--- src/rtl/lpd_pkg.sv ---
`default_nettype none
package lpd_pkg;

	// field widths
	localparam int DATA_W    = 8;
	localparam int LEN_W     = 7;
	localparam int CFG_IDX_W = 1;

	// configuration register indexes
	localparam logic [CFG_IDX_W-1:0] CFG_START_MARKER = 1'd0;
	localparam logic [CFG_IDX_W-1:0] CFG_MAX_LENGTH   = 1'd1;

	// configuration reset values
	localparam logic [DATA_W-1:0] START_MARKER_RST = 8'd126;
	localparam logic [LEN_W-1:0]  MAX_LENGTH_RST   = 7'd64;

	// controller to datapath
	typedef struct packed {
		logic latch_len;
		logic clr_cnt;
		logic store;
		logic emit_step;
	} lpd_cmd_t;

	// datapath to controller
	typedef struct packed {
		logic is_marker;
		logic is_zero;
		logic too_long;
		logic cnt_full;
		logic frame_done;
		logic near_full;
		logic rd_last;
		logic out_free;
	} lpd_stat_t;

endpackage
`default_nettype wire

--- src/rtl/lpd_ram.sv ---
`default_nettype none
module lpd_ram #(
	parameter int WIDTH = 8,
	parameter int DEPTH = 64
) (
	input  wire logic                     clk,
	input  wire logic                     we,
	input  wire logic [$clog2(DEPTH)-1:0] waddr,
	input  wire logic [WIDTH-1:0]         wdata,
	input  wire logic                     re,
	input  wire logic [$clog2(DEPTH)-1:0] raddr,
	output logic      [WIDTH-1:0]         rdata
);

	logic [WIDTH-1:0] mem_q [DEPTH];
	logic [WIDTH-1:0] rdata_q;

	// write port
	always_ff @(posedge clk) begin
		if (we) begin
			mem_q[waddr] <= wdata;
		end
	end

	// registered read, held while re is low
	always_ff @(posedge clk) begin
		if (re) begin
			rdata_q <= mem_q[raddr];
		end
	end

	assign rdata = rdata_q;

endmodule
`default_nettype wire

--- src/rtl/lpd_ctrl.sv ---
`default_nettype none
module lpd_ctrl (
	input  wire logic              clk,
	input  wire logic              arst_n,
	input  wire logic              in_valid,
	output logic                   in_ready,
	input  wire lpd_pkg::lpd_stat_t stat,
	output lpd_pkg::lpd_cmd_t      cmd
);
	import lpd_pkg::*;

	localparam logic [1:0] ST_HUNT = 2'd0;
	localparam logic [1:0] ST_LEN  = 2'd1;
	localparam logic [1:0] ST_DATA = 2'd2;
	localparam logic [1:0] ST_EMIT = 2'd3;

	logic [1:0] state_q;
	logic [1:0] state_d;
	logic       accept;

	// input is stalled only while a message is read out
	assign in_ready = (state_q != ST_EMIT);
	assign accept   = in_valid && in_ready;

	// next state and commands
	always_comb begin
		state_d       = state_q;
		cmd           = '0;
		if (accept && stat.is_marker) begin
			state_d     = ST_LEN;
			cmd.clr_cnt = 1'b1;
		end else begin
			case (state_q)
				ST_LEN: begin
					if (accept && !stat.is_zero) begin
						if (stat.too_long) begin
							state_d = ST_HUNT;
						end else begin
							cmd.latch_len = 1'b1;
							cmd.clr_cnt   = 1'b1;
							state_d       = ST_DATA;
						end
					end
				end
				ST_DATA: begin
					if (accept) begin
						if (stat.cnt_full) begin
							state_d = ST_HUNT;
						end else begin
							cmd.store = 1'b1;
							if (stat.frame_done) begin
								state_d = ST_EMIT;
							end else if (stat.near_full) begin
								state_d = ST_HUNT;
							end
						end
					end
				end
				ST_EMIT: begin
					if (stat.out_free) begin
						cmd.emit_step = 1'b1;
						if (stat.rd_last) begin
							state_d = ST_HUNT;
						end
					end
				end
				default: begin
					state_d = state_q;
				end
			endcase
		end
	end

	// state register
	always_ff @(posedge clk or negedge arst_n) begin
		if (!arst_n) begin
			state_q <= ST_LEN;
		end else begin
			state_q <= state_d;
		end
	end

`ifndef SYNTHESIS
	// readout only leaves for hunting, never straight into a new frame
	a_emit_exit: assert property (@(posedge clk) disable iff (!arst_n)
		(state_q == ST_EMIT && state_d != ST_EMIT) |-> (state_d == ST_HUNT))
		else $error("readout left to a state other than hunting");
	// a frame is only entered with a latched length
	a_data_entry: assert property (@(posedge clk) disable iff (!arst_n)
		(state_q != ST_DATA && state_d == ST_DATA) |-> cmd.latch_len)
		else $error("receive entered without a length");
`endif

endmodule
`default_nettype wire

--- src/rtl/lpd_dp.sv ---
`default_nettype none
module lpd_dp #(
	parameter int BUF_DEPTH = 64
) (
	input  wire logic                           clk,
	input  wire logic                           arst_n,
	input  wire logic                           cfg_we,
	input  wire logic [lpd_pkg::CFG_IDX_W-1:0]  cfg_index,
	input  wire logic [lpd_pkg::DATA_W-1:0]     cfg_data,
	input  wire logic [lpd_pkg::DATA_W-1:0]     rx_byte,
	input  wire lpd_pkg::lpd_cmd_t              cmd,
	output lpd_pkg::lpd_stat_t                  stat,
	output logic      [lpd_pkg::DATA_W-1:0]     payload_byte,
	output logic      [lpd_pkg::LEN_W-1:0]      message_length,
	output logic                                is_last,
	output logic                                out_valid,
	input  wire logic                           out_ready
);
	import lpd_pkg::*;

	localparam int AW    = $clog2(BUF_DEPTH);
	localparam int CNT_W = $clog2(BUF_DEPTH + 1);

	logic [DATA_W-1:0] start_marker_q;
	logic [LEN_W-1:0]  max_len_q;
	logic [LEN_W-1:0]  exp_len_q;
	logic [CNT_W-1:0]  cnt_q;
	logic [AW-1:0]     rd_idx_q;
	logic              out_valid_q;
	logic              out_last_q;
	logic [LEN_W-1:0]  out_len_q;
	logic [7:0]        cnt_inc;
	logic [7:0]        rd_inc;
	logic [7:0]        depth_w;

	// configuration registers
	always_ff @(posedge clk or negedge arst_n) begin
		if (!arst_n) begin
			start_marker_q <= START_MARKER_RST;
			max_len_q      <= MAX_LENGTH_RST;
		end else if (cfg_we) begin
			case (cfg_index)
				CFG_START_MARKER: start_marker_q <= cfg_data;
				CFG_MAX_LENGTH:   max_len_q      <= cfg_data[LEN_W-1:0];
				default:          start_marker_q <= start_marker_q;
			endcase
		end
	end

	// status compares
	assign depth_w = 8'(BUF_DEPTH);
	assign cnt_inc = 8'(cnt_q) + 8'd1;
	assign rd_inc  = 8'(rd_idx_q) + 8'd1;

	always_comb begin
		stat            = '0;
		stat.is_marker  = (rx_byte == start_marker_q);
		stat.is_zero    = (rx_byte == 8'd0);
		stat.too_long   = (rx_byte > {1'b0, max_len_q}) || (rx_byte > depth_w);
		stat.cnt_full   = (8'(cnt_q) >= depth_w);
		stat.frame_done = (cnt_inc == {1'b0, exp_len_q});
		stat.near_full  = (cnt_inc >= depth_w);
		stat.rd_last    = (rd_inc == {1'b0, exp_len_q});
		stat.out_free   = !out_valid_q || out_ready;
	end

	// frame length, byte count and readout index
	always_ff @(posedge clk or negedge arst_n) begin
		if (!arst_n) begin
			exp_len_q <= '0;
			cnt_q     <= '0;
			rd_idx_q  <= '0;
		end else begin
			if (cmd.latch_len) begin
				exp_len_q <= rx_byte[LEN_W-1:0];
				rd_idx_q  <= '0;
			end else if (cmd.emit_step) begin
				rd_idx_q <= rd_idx_q + AW'(1);
			end
			if (cmd.clr_cnt) begin
				cnt_q <= '0;
			end else if (cmd.store) begin
				cnt_q <= cnt_q + CNT_W'(1);
			end
		end
	end

	// output word valid
	always_ff @(posedge clk or negedge arst_n) begin
		if (!arst_n) begin
			out_valid_q <= 1'b0;
		end else if (cmd.emit_step) begin
			out_valid_q <= 1'b1;
		end else if (out_ready) begin
			out_valid_q <= 1'b0;
		end
	end

	// output word side fields
	always_ff @(posedge clk) begin
		if (cmd.emit_step) begin
			out_last_q <= stat.rd_last;
			out_len_q  <= exp_len_q;
		end
	end

	// payload store, its read register doubles as the output byte
	lpd_ram #(
		.WIDTH(DATA_W),
		.DEPTH(BUF_DEPTH)
	) u_store (
		.clk  (clk),
		.we   (cmd.store),
		.waddr(cnt_q[AW-1:0]),
		.wdata(rx_byte),
		.re   (cmd.emit_step),
		.raddr(rd_idx_q),
		.rdata(payload_byte)
	);

	assign message_length = out_len_q;
	assign is_last        = out_last_q;
	assign out_valid      = out_valid_q;

`ifndef SYNTHESIS
	// a readout never overwrites a word that is still waiting
	a_no_overwrite: assert property (@(posedge clk) disable iff (!arst_n)
		cmd.emit_step |-> (!out_valid_q || out_ready))
		else $error("output word overwritten while stalled");
	// stores stay inside the buffer
	a_store_range: assert property (@(posedge clk) disable iff (!arst_n)
		cmd.store |-> (8'(cnt_q) < depth_w))
		else $error("store beyond buffer depth");
	// last readout step shows up as a last word
	a_last_flag: assert property (@(posedge clk) disable iff (!arst_n)
		(cmd.emit_step && stat.rd_last) |=> (out_valid_q && out_last_q))
		else $error("last word not flagged");
	// no store and readout in the same cycle
	a_excl: assert property (@(posedge clk) disable iff (!arst_n)
		!(cmd.store && cmd.emit_step))
		else $error("store during readout");
`endif

endmodule
`default_nettype wire

--- src/rtl/length_prefixed_packet_deframer_unit.sv ---
//  channel   signals                                  direction  handshake
//  input     rx_byte                                  in         in_valid / in_ready
//  output    payload_byte, message_length, is_last    out        out_valid / out_ready
//  config    cfg_index, cfg_data                      in         cfg_we, no wait
//
//  one input word per cycle while hunting, waiting for a length or receiving
//  a completed message of L bytes is read out of the payload RAM through its
//  single read port, one word per cycle unless stalled; input is held off meanwhile
//  a stalled output word holds in the RAM read register and pauses the readout
//  async reset: marker 126, max length 64, waiting for a length byte;
//  the payload RAM is not cleared
`default_nettype none
module length_prefixed_packet_deframer_unit #(
	parameter int BUF_DEPTH = 64
) (
	input  wire logic                          clk,
	input  wire logic                          arst_n,
	input  wire logic                          cfg_we,
	input  wire logic [lpd_pkg::CFG_IDX_W-1:0] cfg_index,
	input  wire logic [lpd_pkg::DATA_W-1:0]    cfg_data,
	input  wire logic                          in_valid,
	output logic                               in_ready,
	input  wire logic [lpd_pkg::DATA_W-1:0]    rx_byte,
	output logic                               out_valid,
	input  wire logic                          out_ready,
	output logic      [lpd_pkg::DATA_W-1:0]    payload_byte,
	output logic      [lpd_pkg::LEN_W-1:0]     message_length,
	output logic                               is_last
);
	import lpd_pkg::*;

	lpd_cmd_t  cmd;
	lpd_stat_t stat;

	// framing controller
	lpd_ctrl u_ctrl (
		.clk     (clk),
		.arst_n  (arst_n),
		.in_valid(in_valid),
		.in_ready(in_ready),
		.stat    (stat),
		.cmd     (cmd)
	);

	// counters, store and output word
	lpd_dp #(
		.BUF_DEPTH(BUF_DEPTH)
	) u_dp (
		.clk           (clk),
		.arst_n        (arst_n),
		.cfg_we        (cfg_we),
		.cfg_index     (cfg_index),
		.cfg_data      (cfg_data),
		.rx_byte       (rx_byte),
		.cmd           (cmd),
		.stat          (stat),
		.payload_byte  (payload_byte),
		.message_length(message_length),
		.is_last       (is_last),
		.out_valid     (out_valid),
		.out_ready     (out_ready)
	);

endmodule
`default_nettype wire
--- config.mk ---
export PLATFORM = sky130hd
export DESIGN_NAME = length_prefixed_packet_deframer_unit
export DESIGN_NICKNAME = d
export VERILOG_FILES = /design/src/rtl/lpd_pkg.sv /design/src/rtl/lpd_ram.sv /design/src/rtl/lpd_ctrl.sv /design/src/rtl/lpd_dp.sv /design/src/rtl/length_prefixed_packet_deframer_unit.sv
export SDC_FILE = /design/constraint.sdc
export NUM_CORES = 1
export LEC_CHECK = 0
export BUFFER_PORTS_ARGS = -buffer_cell sky130_fd_sc_hd__buf_2
export CORE_AREA = 2 2 216 218
export CTS_BUF_LIST = sky130_fd_sc_hd__clkbuf_16
export DETAILED_ROUTE_END_ITERATION = 10
export DIE_AREA = 0 0 218 220
export PLACE_DENSITY = 0.67
export SYNTH_ARGS = -nofsm -noshare
export SYNTH_HDL_FRONTEND = slang
export SYNTH_SLANG_ARGS = --single-unit
--- constraint.sdc ---
create_clock -name clk -period 8.2 [get_ports clk]
set_clock_uncertainty 0.15 [all_clocks]
set_input_delay 1.23 -clock clk [delete_from_list [all_inputs] [get_ports clk]]
set_output_delay 1.23 -clock clk [all_outputs]
set_load 0.03 [all_outputs]
==> flow_summary.json <==
{
  "critPathCaptureType": "register",
  "die-height_um": 220,
  "first_iter_violations": 1209,
  "first_pass_iters": 5,
  "met2_usage_pct": 33.8,
  "crit_type": "reg2reg",
  "met1_usage_pct": 30.5,
  "ys.warnings.count": 0,
  "postSynth.asyncResetShare_pct": 6.71,
  "drc": 0,
  "irDropWorstVdd_mv": 0.209,
  "layout-drive-gt1-share_pct": 26.8,
  "synthCells": 1113,
  "syn_avg_cell_area_um2": 20.4,
  "power.static_leakage_nw": 8.02,
  "cts-root-to-sink-buffers": 3,
  "wire_length_of_the_first_global_routing_pass_mm": 74.1,
  "synth_nets": 1148,
  "top_usage_layer": "met2",
  "finalWorstSetupSlack_ps": 3940,
  "critical_path.reg2reg.startpoint": "u_dp.rd_idx_q[0]",
  "reg2regPathDepth": 5,
  "place_hpwl_mm": 31.2,
  "nNetsFinal": 1207,
  "critPathMaxFanout": 36,
  "core_region_area_um2": 45900,
  "hold_start": "u_dp.max_len_q[3]",
  "initial_core_util_pct": 49.5,
  "setup_viol": 0,
  "postCtsSetupBuffers": 0,
  "multi_input_area_um2": 5530,
  "fin_crit_ps": 4260,
  "timing.critical_path.slowest_cell_delay_ps": 710,
  "overflow": 0,
  "cts_repair_resize_count": 0,
  "core.rowCount": 79,
  "synth_seq_cells": 566,
  "antenna_violating_nets_post_route": 0,
  "wirelength_mm": 50.4,
  "synth_cell_type_count": 53,
  "grt_setup_unrepaired": "false",
  "synth_sequential_area_ratio_pct": 74.1,
  "globalRouteTotalUtil_pct": 21.7,
  "reg_to_reg_setup_timing_slack_ps": 3940,
  "mappedNetlistArea_um2": 22700,
  "grt_start_max_net_pins": 71,
  "hold_viol": 0,
  "wire_per_inst_um": 27.7,
  "tritoncts_clock_tree": "done",
  "cp-start-kind": "register",
  "final_layout_setup_total_negative_slack_ps": 0,
  "grt_antenna_before_repair": 2,
  "cp_data_required_time_ps": 8380,
  "synth_top_flop_cell": "sky130_fd_sc_hd__edfxtp_1",
  "first_global_vias": 10900,
  "cp_most_frequent_cell": "sky130_fd_sc_hd__mux4_2",
  "routabilityCongestion": 0.819,
  "h-tree-depth": 2,
  "boundaryPins": 40,
  "post_synth_edffs": 528,
  "detailroute.via_count": 10900,
  "maxSlewViolCount": 0,
  "fmax_ghz": 0.235,
  "clkTransAtPathRegs_ps": 60,
  "power_density_nw_per_um2": 306,
  "cp_cell_sequence": "buf_4, buf_4, mux4_2, mux4_2, mux4_2",
  "worst_slew_pin_slew_ps": 1220,
  "viasPerCell": 6.02,
  "fillCellCount": 3497,
  "min-delay-path-class": "reg2reg",
  "buffer_ports.inserted": 39,
  "chipWidth_um": 218,
  "placement.setup.worst_slack_ps": 3290,
  "clock_latency_ps": 610,
  "cts_root_buffer": "sky130_fd_sc_hd__clkbuf_16",
  "timing.max_slew.rel_slack_pct": 17.9,
  "groute.layer.met3.usage_pct": 5.67,
  "area.sequential_um2": 16800,
  "final.period_utilization_pct": 51.9,
  "worstHoldEndpoint": "u_dp.max_len_q[3]",
  "dieArea_um2": 48000,
  "drv.max_cap_violation_count": 0,
  "status": "complete, no violations",
  "critical_path_arrival_ps": 4440,
  "syn2layout_area_growth_pct": 11.1,
  "timing.rr.end": "u_dp.u_store.rdata[6]",
  "clock_buffer_count_from_cts": 55,
  "critPathSlowestCell": "sky130_fd_sc_hd__dfrtp_4",
  "numClockSinks": 566,
  "cts.hold.buffers_added": 0,
  "hold_depth": 1
}
## cell families after synthesis
family,share of synthesized area [%]
DFF,74.1
adders and majority gates,0.717
buffers and inverters,1.49
and+or+nand+nor,3.82
AOI/OAI and AO/OA,1.34
xor gates and xnor gates,1.51
muxes,17.0
## layout make-up
type	instances	area share, %
Sequential cell	566	66.8
Antenna cell	1	0.00993
Clock buffer	56	5.56
Multi-Input combinational cell	475	21.9
Inverter	16	0.238
Timing Repair Buffer	58	1.34
Clock inverter	41	1.10
Tap cell	607	3.01
## worst max-delay path by stage
stage	slack (ps)	startpoint	endpoint
2_1_floorplan	4850	rx_byte[5]	u_dp.exp_len_q[2]
3_3_place_gp	3390	rx_byte[3]	u_dp.u_store.mem_q[32][2]
3_5_place_dp	3290	rx_byte[3]	u_dp.u_store.mem_q[19][1]
4_1_cts	3820	u_dp.rd_idx_q[0]	u_dp.u_store.rdata[6]
5_1_grt	3570	rx_byte[3]	u_dp.u_store.mem_q[19][0]
6_report	3940	u_dp.rd_idx_q[0]	u_dp.u_store.rdata[6]
## state kept, by name (all words and copies together) (netlist names), 6 cells and up
register / flops
u_dp.exp_len_q: 7
u_dp.rd_idx_q: 6
u_dp.u_store.mem_q: 512
u_dp.message_length: 7
u_dp.start_marker_q: 8
u_dp.cnt_q: 7
u_dp.max_len_q: 7
u_dp.u_store.rdata: 8
## per-stage QoR
step                      hold WS [ps]  instances  power [mW]  instance area [um^2]  util [%]
after floorplan                    273       1113        4.83                 22700         -
after global placement             345       1722        5.40                 23500      51.3
after detailed placement           345       1722        5.41                 23500      51.3
after CTS                          358       1819        7.76                 25200      54.9
after global routing               372       1819        7.99                 25200      54.9
final                              358       1820        7.70                 25200      54.9
## worst max-delay path: cells and delay by family, from the launching register on
family   cells  cell delay [ps]
buf+inv      2             1320
flops        1              710
mux          3             1720
## layer usage
layer,routed length [um],vias to the layer above
li1,-,4643
met1,20600,5744
met2,24100,488
met3,4400,71
met4,1240,2
met5,13,-
## layout by cell type (no fill, tap or decap), types with 7 or more instances in the layout
cell                        netlist  layout
sky130_fd_sc_hd__nand3_1         13      13
sky130_fd_sc_hd__a31oi_1          7       7
sky130_fd_sc_hd__nor2b_1         12      12
sky130_fd_sc_hd__xnor2_1         21      21
sky130_fd_sc_hd__buf_4            2      19
sky130_fd_sc_hd__nand2_1         36      36
sky130_fd_sc_hd__ha_1            13      13
sky130_fd_sc_hd__clkinv_1         1      13
sky130_fd_sc_hd__buf_2           13      39
sky130_fd_sc_hd__clkinv_2         0      12
sky130_fd_sc_hd__mux2_2          18      18
sky130_fd_sc_hd__clkbuf_16        0      56
sky130_fd_sc_hd__dfstp_2          8       8
sky130_fd_sc_hd__inv_1           14      23
sky130_fd_sc_hd__xor2_1          18      18
sky130_fd_sc_hd__mux2i_1          9       9
sky130_fd_sc_hd__dfrtp_1         30      28
sky130_fd_sc_hd__nor2_1          94      93
sky130_fd_sc_hd__mux4_2         156     156
sky130_fd_sc_hd__edfxtp_1       528     528
## synthesized netlist by cell type, types with 6 or more instances
library cell	number	share of area (%)
sky130_fd_sc_hd__a31oi_1	7	0.19
sky130_fd_sc_hd__nor2_1	94	1.6
sky130_fd_sc_hd__buf_1	12	0.20
sky130_fd_sc_hd__xnor2_1	21	0.81
sky130_fd_sc_hd__nor2b_1	12	0.33
sky130_fd_sc_hd__inv_1	14	0.23
sky130_fd_sc_hd__edfxtp_1	528	70
sky130_fd_sc_hd__ha_1	13	0.72
sky130_fd_sc_hd__nor3_1	6	0.13
sky130_fd_sc_hd__clkbuf_1	23	0.38
sky130_fd_sc_hd__mux2_2	18	0.89
sky130_fd_sc_hd__mux4_2	156	15
sky130_fd_sc_hd__nor4_1	6	0.17
sky130_fd_sc_hd__a211oi_1	6	0.20
sky130_fd_sc_hd__nand2_1	36	0.60
sky130_fd_sc_hd__xor2_1	18	0.70
sky130_fd_sc_hd__mux2i_1	9	0.40
sky130_fd_sc_hd__dfrtp_1	30	3.3
sky130_fd_sc_hd__dfstp_2	8	0.93
sky130_fd_sc_hd__a21oi_1	6	0.13
sky130_fd_sc_hd__nand3_1	13	0.29
sky130_fd_sc_hd__buf_6	6	0.30
sky130_fd_sc_hd__buf_2	13	0.29
## power breakdown
part	switching (mW)	leakage [nW]	internal (mW)
clock	1.05	0.862	1.33
sequential	0.153	5.21	3.26
combinational	0.992	1.95	0.925
No activity file was read; power rests on OpenSTA's default activity.
